$ cat src/rtl/hcrt_pkg.sv
// Shared types and constants for the hop count route table update block.
// Used by the top level and hcrt_match; depends on nothing.
package hcrt_pkg;

  localparam int ROUTE_ENTRIES_DEF = 16;
  localparam int ADDR_W = 8;
  localparam int METRIC_W = 8;
  localparam int SLOT_W = 4;
  localparam int TOTAL_W = 5;
  localparam int CFG_IDX_W = 2;
  localparam int CFG_DATA_W = 8;

  localparam logic [CFG_IDX_W-1:0] REG_LOCAL_ADDRESS = 2'd0;
  localparam logic [CFG_IDX_W-1:0] REG_METRIC_MODE = 2'd1;

  localparam logic [METRIC_W-1:0] METRIC_MAX = 8'hFF;
  localparam logic [METRIC_W-1:0] METRIC_NEIGHBOR = 8'd1;

  typedef enum logic [2:0] {
    ACT_IGNORED  = 3'd0,
    ACT_IMPROVED = 3'd1,
    ACT_KEPT     = 3'd2,
    ACT_INSERTED = 3'd3,
    ACT_FULL     = 3'd4
  } action_t;

  typedef struct packed {
    logic [ADDR_W-1:0]   dest;
    logic [METRIC_W-1:0] metric;
    logic [ADDR_W-1:0]   next_hop;
  } entry_t;

  typedef struct packed {
    logic hit;
    logic better;
  } match_t;

  typedef enum logic [1:0] {
    ST_IDLE = 2'b01,
    ST_SCAN = 2'b10
  } state_t;

endpackage

$ cat src/rtl/hop_count_route_table_update.sv
// Hop count route table update: top level, sequencer and configuration registers.
// Steps: an ignored offer gives its result straight from idle; otherwise the sequencer reads
// the stored routes in order, ends on the first hit, and after a miss over every stored route
// inserts the route or reports full. One route RAM read per cycle; busy is high while scanning.
// Throughput: one item at a time. The result strobe cannot be stalled.
// Reset (rst, synchronous): empty table, local_address 0, metric_mode 0.
module hop_count_route_table_update #(
  parameter int ROUTE_ENTRIES = hcrt_pkg::ROUTE_ENTRIES_DEF
) (
  input  logic                             clk,
  input  logic                             rst,
  input  logic                             start,
  output logic                             busy,
  input  logic                             kind,
  input  logic [hcrt_pkg::ADDR_W-1:0]      sender,
  input  logic [hcrt_pkg::ADDR_W-1:0]      destination,
  input  logic [hcrt_pkg::METRIC_W-1:0]    advertised_metric,
  output logic                             done,
  output logic [2:0]                       action,
  output logic [hcrt_pkg::SLOT_W-1:0]      slot,
  output logic [hcrt_pkg::TOTAL_W-1:0]     route_total,
  input  logic                             cfg_write,
  input  logic [hcrt_pkg::CFG_IDX_W-1:0]   cfg_index,
  input  logic [hcrt_pkg::CFG_DATA_W-1:0]  cfg_data
);
  import hcrt_pkg::*;

  localparam int IDX_W = $clog2(ROUTE_ENTRIES);
  localparam int CNT_W = $clog2(ROUTE_ENTRIES + 1);
  localparam logic [CNT_W-1:0] FULL_COUNT = CNT_W'(ROUTE_ENTRIES);

  state_t               state;
  logic [ADDR_W-1:0]    local_address;
  logic                 metric_mode;
  logic [ADDR_W-1:0]    item_addr;
  logic [METRIC_W-1:0]  item_hop;
  logic [ADDR_W-1:0]    item_via;
  logic [CNT_W-1:0]     count;
  logic [CNT_W-1:0]     idx;
  logic                 chk_vld;
  logic [IDX_W-1:0]     chk_idx;
  action_t              action_r;

  logic [ADDR_W-1:0]    offer_addr;
  logic [METRIC_W-1:0]  offer_hop;
  logic [ADDR_W-1:0]    offer_via;
  logic                 offer_ignore;
  logic                 found;
  logic                 scan_miss;
  logic                 issue;
  logic                 has_room;
  logic                 ram_we;
  logic [IDX_W-1:0]     ram_waddr;
  entry_t               ram_wdata;
  entry_t               ram_rdata;
  match_t               match;
  logic [CNT_W-1:0]     count_inc;
  logic [IDX_W+SLOT_W-1:0]  found_slot_ext;
  logic [IDX_W+SLOT_W-1:0]  ins_slot_ext;
  logic [CNT_W+TOTAL_W-1:0] total_now_ext;
  logic [CNT_W+TOTAL_W-1:0] total_inc_ext;

  hcrt_ram #(
    .WIDTH($bits(entry_t)),
    .DEPTH(ROUTE_ENTRIES)
  ) u_ram (
    .clk  (clk),
    .we   (ram_we),
    .waddr(ram_waddr),
    .wdata(ram_wdata),
    .raddr(idx[IDX_W-1:0]),
    .rdata(ram_rdata)
  );

  hcrt_match u_match (
    .addr  (item_addr),
    .hop   (item_hop),
    .entry (ram_rdata),
    .result(match)
  );

  always_comb begin
    offer_addr = kind ? destination : sender;
    offer_via  = kind ? sender : local_address;
    if (!kind) begin
      offer_hop = METRIC_NEIGHBOR;
    end else if (advertised_metric == METRIC_MAX) begin
      offer_hop = METRIC_MAX;
    end else begin
      offer_hop = advertised_metric + METRIC_NEIGHBOR;
    end
    offer_ignore = metric_mode || (offer_addr == '0) || (offer_addr == local_address);
  end

  assign busy      = (state != ST_IDLE);
  assign found     = (state == ST_SCAN) && chk_vld && match.hit;
  assign scan_miss = (state == ST_SCAN) && !chk_vld && (idx == count);
  assign issue     = (state == ST_SCAN) && !found && (idx != count);
  assign has_room  = (count != FULL_COUNT);
  assign count_inc = count + CNT_W'(1);

  assign ram_we    = (found && match.better) || (scan_miss && has_room);
  assign ram_waddr = found ? chk_idx : count[IDX_W-1:0];
  assign ram_wdata = '{dest: item_addr, metric: item_hop, next_hop: item_via};

  assign found_slot_ext = {{SLOT_W{1'b0}}, chk_idx};
  assign ins_slot_ext   = {{SLOT_W{1'b0}}, count[IDX_W-1:0]};
  assign total_now_ext  = {{TOTAL_W{1'b0}}, count};
  assign total_inc_ext  = {{TOTAL_W{1'b0}}, count_inc};

  assign action = action_r;

  always_ff @(posedge clk) begin
    if (rst) begin
      state         <= ST_IDLE;
      local_address <= '0;
      metric_mode   <= 1'b0;
      count         <= '0;
      idx           <= '0;
      chk_vld       <= 1'b0;
      done          <= 1'b0;
    end else begin
      done <= 1'b0;
      if (cfg_write) begin
        unique case (cfg_index)
          REG_LOCAL_ADDRESS: local_address <= cfg_data[ADDR_W-1:0];
          REG_METRIC_MODE:   metric_mode   <= cfg_data[0];
          default: ;
        endcase
      end
      unique case (state)
        ST_IDLE: begin
          if (start) begin
            item_addr <= offer_addr;
            item_hop  <= offer_hop;
            item_via  <= offer_via;
            if (offer_ignore) begin
              done        <= 1'b1;
              action_r    <= ACT_IGNORED;
              slot        <= '0;
              route_total <= total_now_ext[TOTAL_W-1:0];
            end else begin
              state   <= ST_SCAN;
              idx     <= '0;
              chk_vld <= 1'b0;
            end
          end
        end
        ST_SCAN: begin
          priority if (found) begin
            done        <= 1'b1;
            action_r    <= match.better ? ACT_IMPROVED : ACT_KEPT;
            slot        <= found_slot_ext[SLOT_W-1:0];
            route_total <= total_now_ext[TOTAL_W-1:0];
            chk_vld     <= 1'b0;
            state       <= ST_IDLE;
          end else if (scan_miss) begin
            done <= 1'b1;
            if (has_room) begin
              count       <= count_inc;
              action_r    <= ACT_INSERTED;
              slot        <= ins_slot_ext[SLOT_W-1:0];
              route_total <= total_inc_ext[TOTAL_W-1:0];
            end else begin
              action_r    <= ACT_FULL;
              slot        <= '0;
              route_total <= total_now_ext[TOTAL_W-1:0];
            end
            state <= ST_IDLE;
          end else begin
            chk_vld <= issue;
            chk_idx <= idx[IDX_W-1:0];
            if (issue) begin
              idx <= idx + CNT_W'(1);
            end
          end
        end
        default: state <= ST_IDLE;
      endcase
    end
  end

endmodule

$ cat src/rtl/hcrt_ram.sv
// Generic simple dual-port RAM: one write port, one read port, registered read.
// Depends on nothing.
module hcrt_ram #(
  parameter int WIDTH = 24,
  parameter int DEPTH = 16
) (
  input  logic                     clk,
  input  logic                     we,
  input  logic [$clog2(DEPTH)-1:0] waddr,
  input  logic [WIDTH-1:0]         wdata,
  input  logic [$clog2(DEPTH)-1:0] raddr,
  output logic [WIDTH-1:0]         rdata
);

  logic [WIDTH-1:0] mem [DEPTH];

  always_ff @(posedge clk) begin
    if (we) begin
      mem[waddr] <= wdata;
    end
    rdata <= mem[raddr];
  end

endmodule

$ cat src/rtl/hcrt_match.sv
// Compare unit: checks one stored route against the offer in flight.
// Depends on hcrt_pkg.
module hcrt_match (
  input  logic [hcrt_pkg::ADDR_W-1:0]   addr,
  input  logic [hcrt_pkg::METRIC_W-1:0] hop,
  input  hcrt_pkg::entry_t              entry,
  output hcrt_pkg::match_t              result
);
  import hcrt_pkg::*;

  assign result.hit    = (entry.dest == addr);
  assign result.better = (hop < entry.metric);

endmodule
$ cat config.mk
export PLATFORM = sky130hd
export DESIGN_NAME = hop_count_route_table_update
export DESIGN_NICKNAME = d
export VERILOG_FILES = /design/src/rtl/hcrt_pkg.sv /design/src/rtl/hop_count_route_table_update.sv /design/src/rtl/hcrt_ram.sv /design/src/rtl/hcrt_match.sv
export SDC_FILE = /design/constraint.sdc
export NUM_CORES = 1
export LEC_CHECK = 0
export ABC_AREA = 1
export BUFFER_PORTS_ARGS = -buffer_cell sky130_fd_sc_hd__buf_2
export CORE_ASPECT_RATIO = 1.5
export CORE_MARGIN = 2
export CORE_UTILIZATION = 66
export CTS_CLUSTER_SIZE = 30
export DETAILED_ROUTE_END_ITERATION = 8
export PLACE_DENSITY = 0.92
export SYNTH_ARGS = -nofsm -noshare
export SYNTH_HDL_FRONTEND = slang
export SYNTH_SLANG_ARGS = --single-unit
$ cat constraint.sdc
create_clock -name clk -period 4.29 [get_ports clk]
set_input_delay 0.429 -clock clk [delete_from_list [all_inputs] [get_ports clk]]
set_output_delay 0.429 -clock clk [all_outputs]
set_load 0.02 [all_outputs]
==> results.sh <==
export IMPL_criticalPathCategory="reg -> reg"
export IMPL_drt_pass1_iter_count=6
export IMPL_final_cell_mix="edfxtp_1 (288), nor2_1 (198), o21ai_0 (157)"
export IMPL_multiInputGateArea_mm2=0.00368
export IMPL_post_drt_via_cell_ratio=6.60
export IMPL_seq_area_frac_synth=0.693
export IMPL_die_y_um=180
export IMPL_critPathCaptureType="flip-flop"
export IMPL_nFillCells=1141
export IMPL_hold_violations=0
export IMPL_core_rowCount=64
export IMPL_wl_per_cell_um=23.2
export IMPL_fp_dieW_um=121
export IMPL_clkSlewWorstSetupHoldPaths_ps=60
export IMPL_portBuffers=52
export IMPL_start_util=0.669
export IMPL_vias=9905
export IMPL_cts_tree="built"
export IMPL_post_cts_resized=0
export IMPL_powerDensity_mw_per_mm2=549
export IMPL_pwr_share_seq=0.471
export IMPL_cpLargestDelayFamily="simple AND/OR/NAND/NOR gates"
export IMPL_grt_met3_usage=0.0441
export IMPL_placed_area_mm2=0.0141
export IMPL_net_switching_power_mw=2.67
export IMPL_cts_buffers=27
export IMPL_grt_pass1_vias=9928
export IMPL_skew_ps=25.0
export IMPL_clock_latency_ps=540
export IMPL_wirelength_mm=34.9
export IMPL_vdd_ir_drop_worst_mv=0.570
export IMPL_worstSetupStartpointType="flip-flop"
export IMPL_core_area_mm2=0.0203
export IMPL_status="finished, final reports clean"
export IMPL_leakage_nw=5.30
export IMPL_clkPwrFrac=0.291
export IMPL_hold_buffers=0
export IMPL_synth_seq_cells=327
export IMPL_cts_setup_buffers=0
export IMPL_post_route_util=0.735
export IMPL_grt_util_met1=0.365
export IMPL_worst_pin_slew_ps=1080
export IMPL_report_final_slew_viol_count=0
export IMPL_intPower_mw=5.53
export IMPL_final_cell_area_mm2=0.0149
export IMPL_syn_area_per_cell_um2=11.6
export IMPL_crit_buf_inv=3
export IMPL_final_antenna_net_count=0
export IMPL_grt_busiest_layer="met2"
export IMPL_cp_data_required_time_ps=4430
export IMPL_final_common_cell="edfxtp_1"
export IMPL_fin_crit_sh=0.812
export IMPL_maxCapViolCount=0
export IMPL_path_cells="inv_1 -> nand2_1 -> inv_1 -> nor2_1 -> nand2_1 -> nor2_1 -> nand3_2 -> o21ai_2 -> inv_1 -> nor2_1 -> nand2_1 -> nor2_2"
export IMPL_hp_class="in -> reg"
export IMPL_cts_sinks=327
export IMPL_ios=53
export IMPL_hpwl_mm=20.8
export IMPL_dieArea_mm2=0.0218
export IMPL_yosys_warnings=0
export IMPL_synth_net_count=1230
export IMPL_fin_ws_ps=806
export IMPL_syn_to_final_growth_pct=9.85
export IMPL_drt_iter0_drc=1402
export IMPL_drive_gt1_frac=0.122
export IMPL_cp_slowest_cell="edfxtp_1"
export IMPL_grt_usage=0.323
export IMPL_remaining_drc_errors=0
export IMPL_critPathArrivalTime_ps=3630
export IMPL_slew_headroom=0.274
export IMPL_grt_antenna_before_repair=0
export IMPL_syn_area_mm2=0.0136
export IMPL_regArea_mm2=0.00944
export IMPL_p_sw_frac=0.325
export IMPL_setup_tns_ps=0
export IMPL_grt_max_degree=104
export IMPL_final_setup_viol_count=0
export IMPL_period_minus_slack_ps=3480
export IMPL_grt_pass1_wl_mm=53.5
export IMPL_cpPeakStageDelay_ps=820
export IMPL_htreeDepth=1
export IMPL_nets=1270
export IMPL_routabilityCongestion=0.996
export IMPL_grtUsageMet2=0.577
export IMPL_timing_hold_ws_ps=113
export IMPL_grt_ovfl_total=0
export IMPL_root_buffer="clkbuf_16"
export IMPL_synth_distinct_cells=37
export IMPL_max_clock_path_buffers=3
export IMPL_post_place_ws_ps=923
export IMPL_netlist_instances=1177
export IMPL_worstPathMaxFanout=18
export IMPL_rsz0062_at_grt="no"
export IMPL_diodes=0
export IMPL_combPwrFrac=0.238
export IMPL_fmaxAchievable_ghz=0.287
[cells in the mapped netlist (all sizes together)]
master,count,share of area
a21oi,19,0.0070
a31oi,4,0.0018
and2,2,0.00092
buf,15,0.0062
clkbuf,46,0.013
clkinv,2,0.00055
dfxtp,39,0.057
edfxtp,288,0.64
ha,14,0.013
inv,64,0.018
nand2,141,0.039
nand3,47,0.018
nand3b,7,0.0039
nand4,6,0.0028
nor2,218,0.064
nor3,7,0.0026
nor3b,3,0.0017
o211ai,12,0.0066
o21ai,162,0.060
o21bai,1,0.00055
o221ai,52,0.033
o22ai,12,0.0055
o31ai,1,0.00055
or2,4,0.0018
xnor2,6,0.0039
xor2,5,0.0032
[final timing paths]
| path | start | endpoint | slack (ps) | cells past startpoint |
|---|---|---|---|---|
| min | cfg_data[3] | local_address[3] | 110 | 3 |
| max reg2reg | item_addr[5] | u_ram.mem[10][11] | 810 | 12 |
| min reg2reg | local_address[2] | local_address[2] | 480 | 2 |
| max | item_addr[5] | u_ram.mem[10][11] | 810 | 12 |
[tightest hold or removal path: stages]
cell,delay (ps)
buf_2,80
nor2_1,30
nor2_1,80
[per-layer routing]
| metal | vias to the layer above | part of all wire |
|---|---|---|
| met5 | - | 0 |
| met4 | 0 | 0.064 |
| met3 | 167 | 0.096 |
| met2 | 814 | 0.53 |
| met1 | 4628 | 0.31 |
| li1 | 4296 | - |
[flip-flops by register name (all words and copies together), names as in the netlist]
name           cells
u_ram.mem        256
u_ram.rdata       16
item_addr          8
item_hop           8
local_address      8
count              5
idx                5
route_total        5
chk_idx            4
slot               4
action             3
state              2
chk_vld            1
done               1
metric_mode        1
[final cells by class]
type	count	area share
multi-input cells	723	0.246
flip-flops and latches	327	0.631
clock buffers	31	0.0462
repair buffers	72	0.0275
well taps	264	0.0221
clock inverters	18	0.0100
inverters	66	0.0167
[power groups by stage]
| stage | registers, mW | logic [mW] | clock network (mW) |
|---|---|---|---|
| after floorplan | 3.89 | 1.24 | 0 |
| after global placement | 3.91 | 1.73 | 0 |
| after detailed placement | 3.92 | 1.83 | 0 |
| after CTS | 3.85 | 1.89 | 2.37 |
| after global routing | 3.88 | 2.10 | 2.49 |
| final | 3.87 | 1.95 | 2.39 |
[logic make-up after synthesis]
family / after synthesis / share of synthesized area
DFF: 327 / 0.693
and+or+nand+nor: 435 / 0.134
adders and majority gates: 14 / 0.0129
buffers and inverters: 127 / 0.0371
AOI/OAI and AO/OA: 263 / 0.116
xor gates and xnor gates: 11 / 0.00708
[through the flow]
stage / cells / power, mW
floorplan: 1177 / 5.13
global placement: 1452 / 5.64
detailed placement: 1452 / 5.75
CTS: 1501 / 8.11
global route: 1501 / 8.46
finish: 1501 / 8.20
Note: power is estimated with default switching activity, not from simulation.
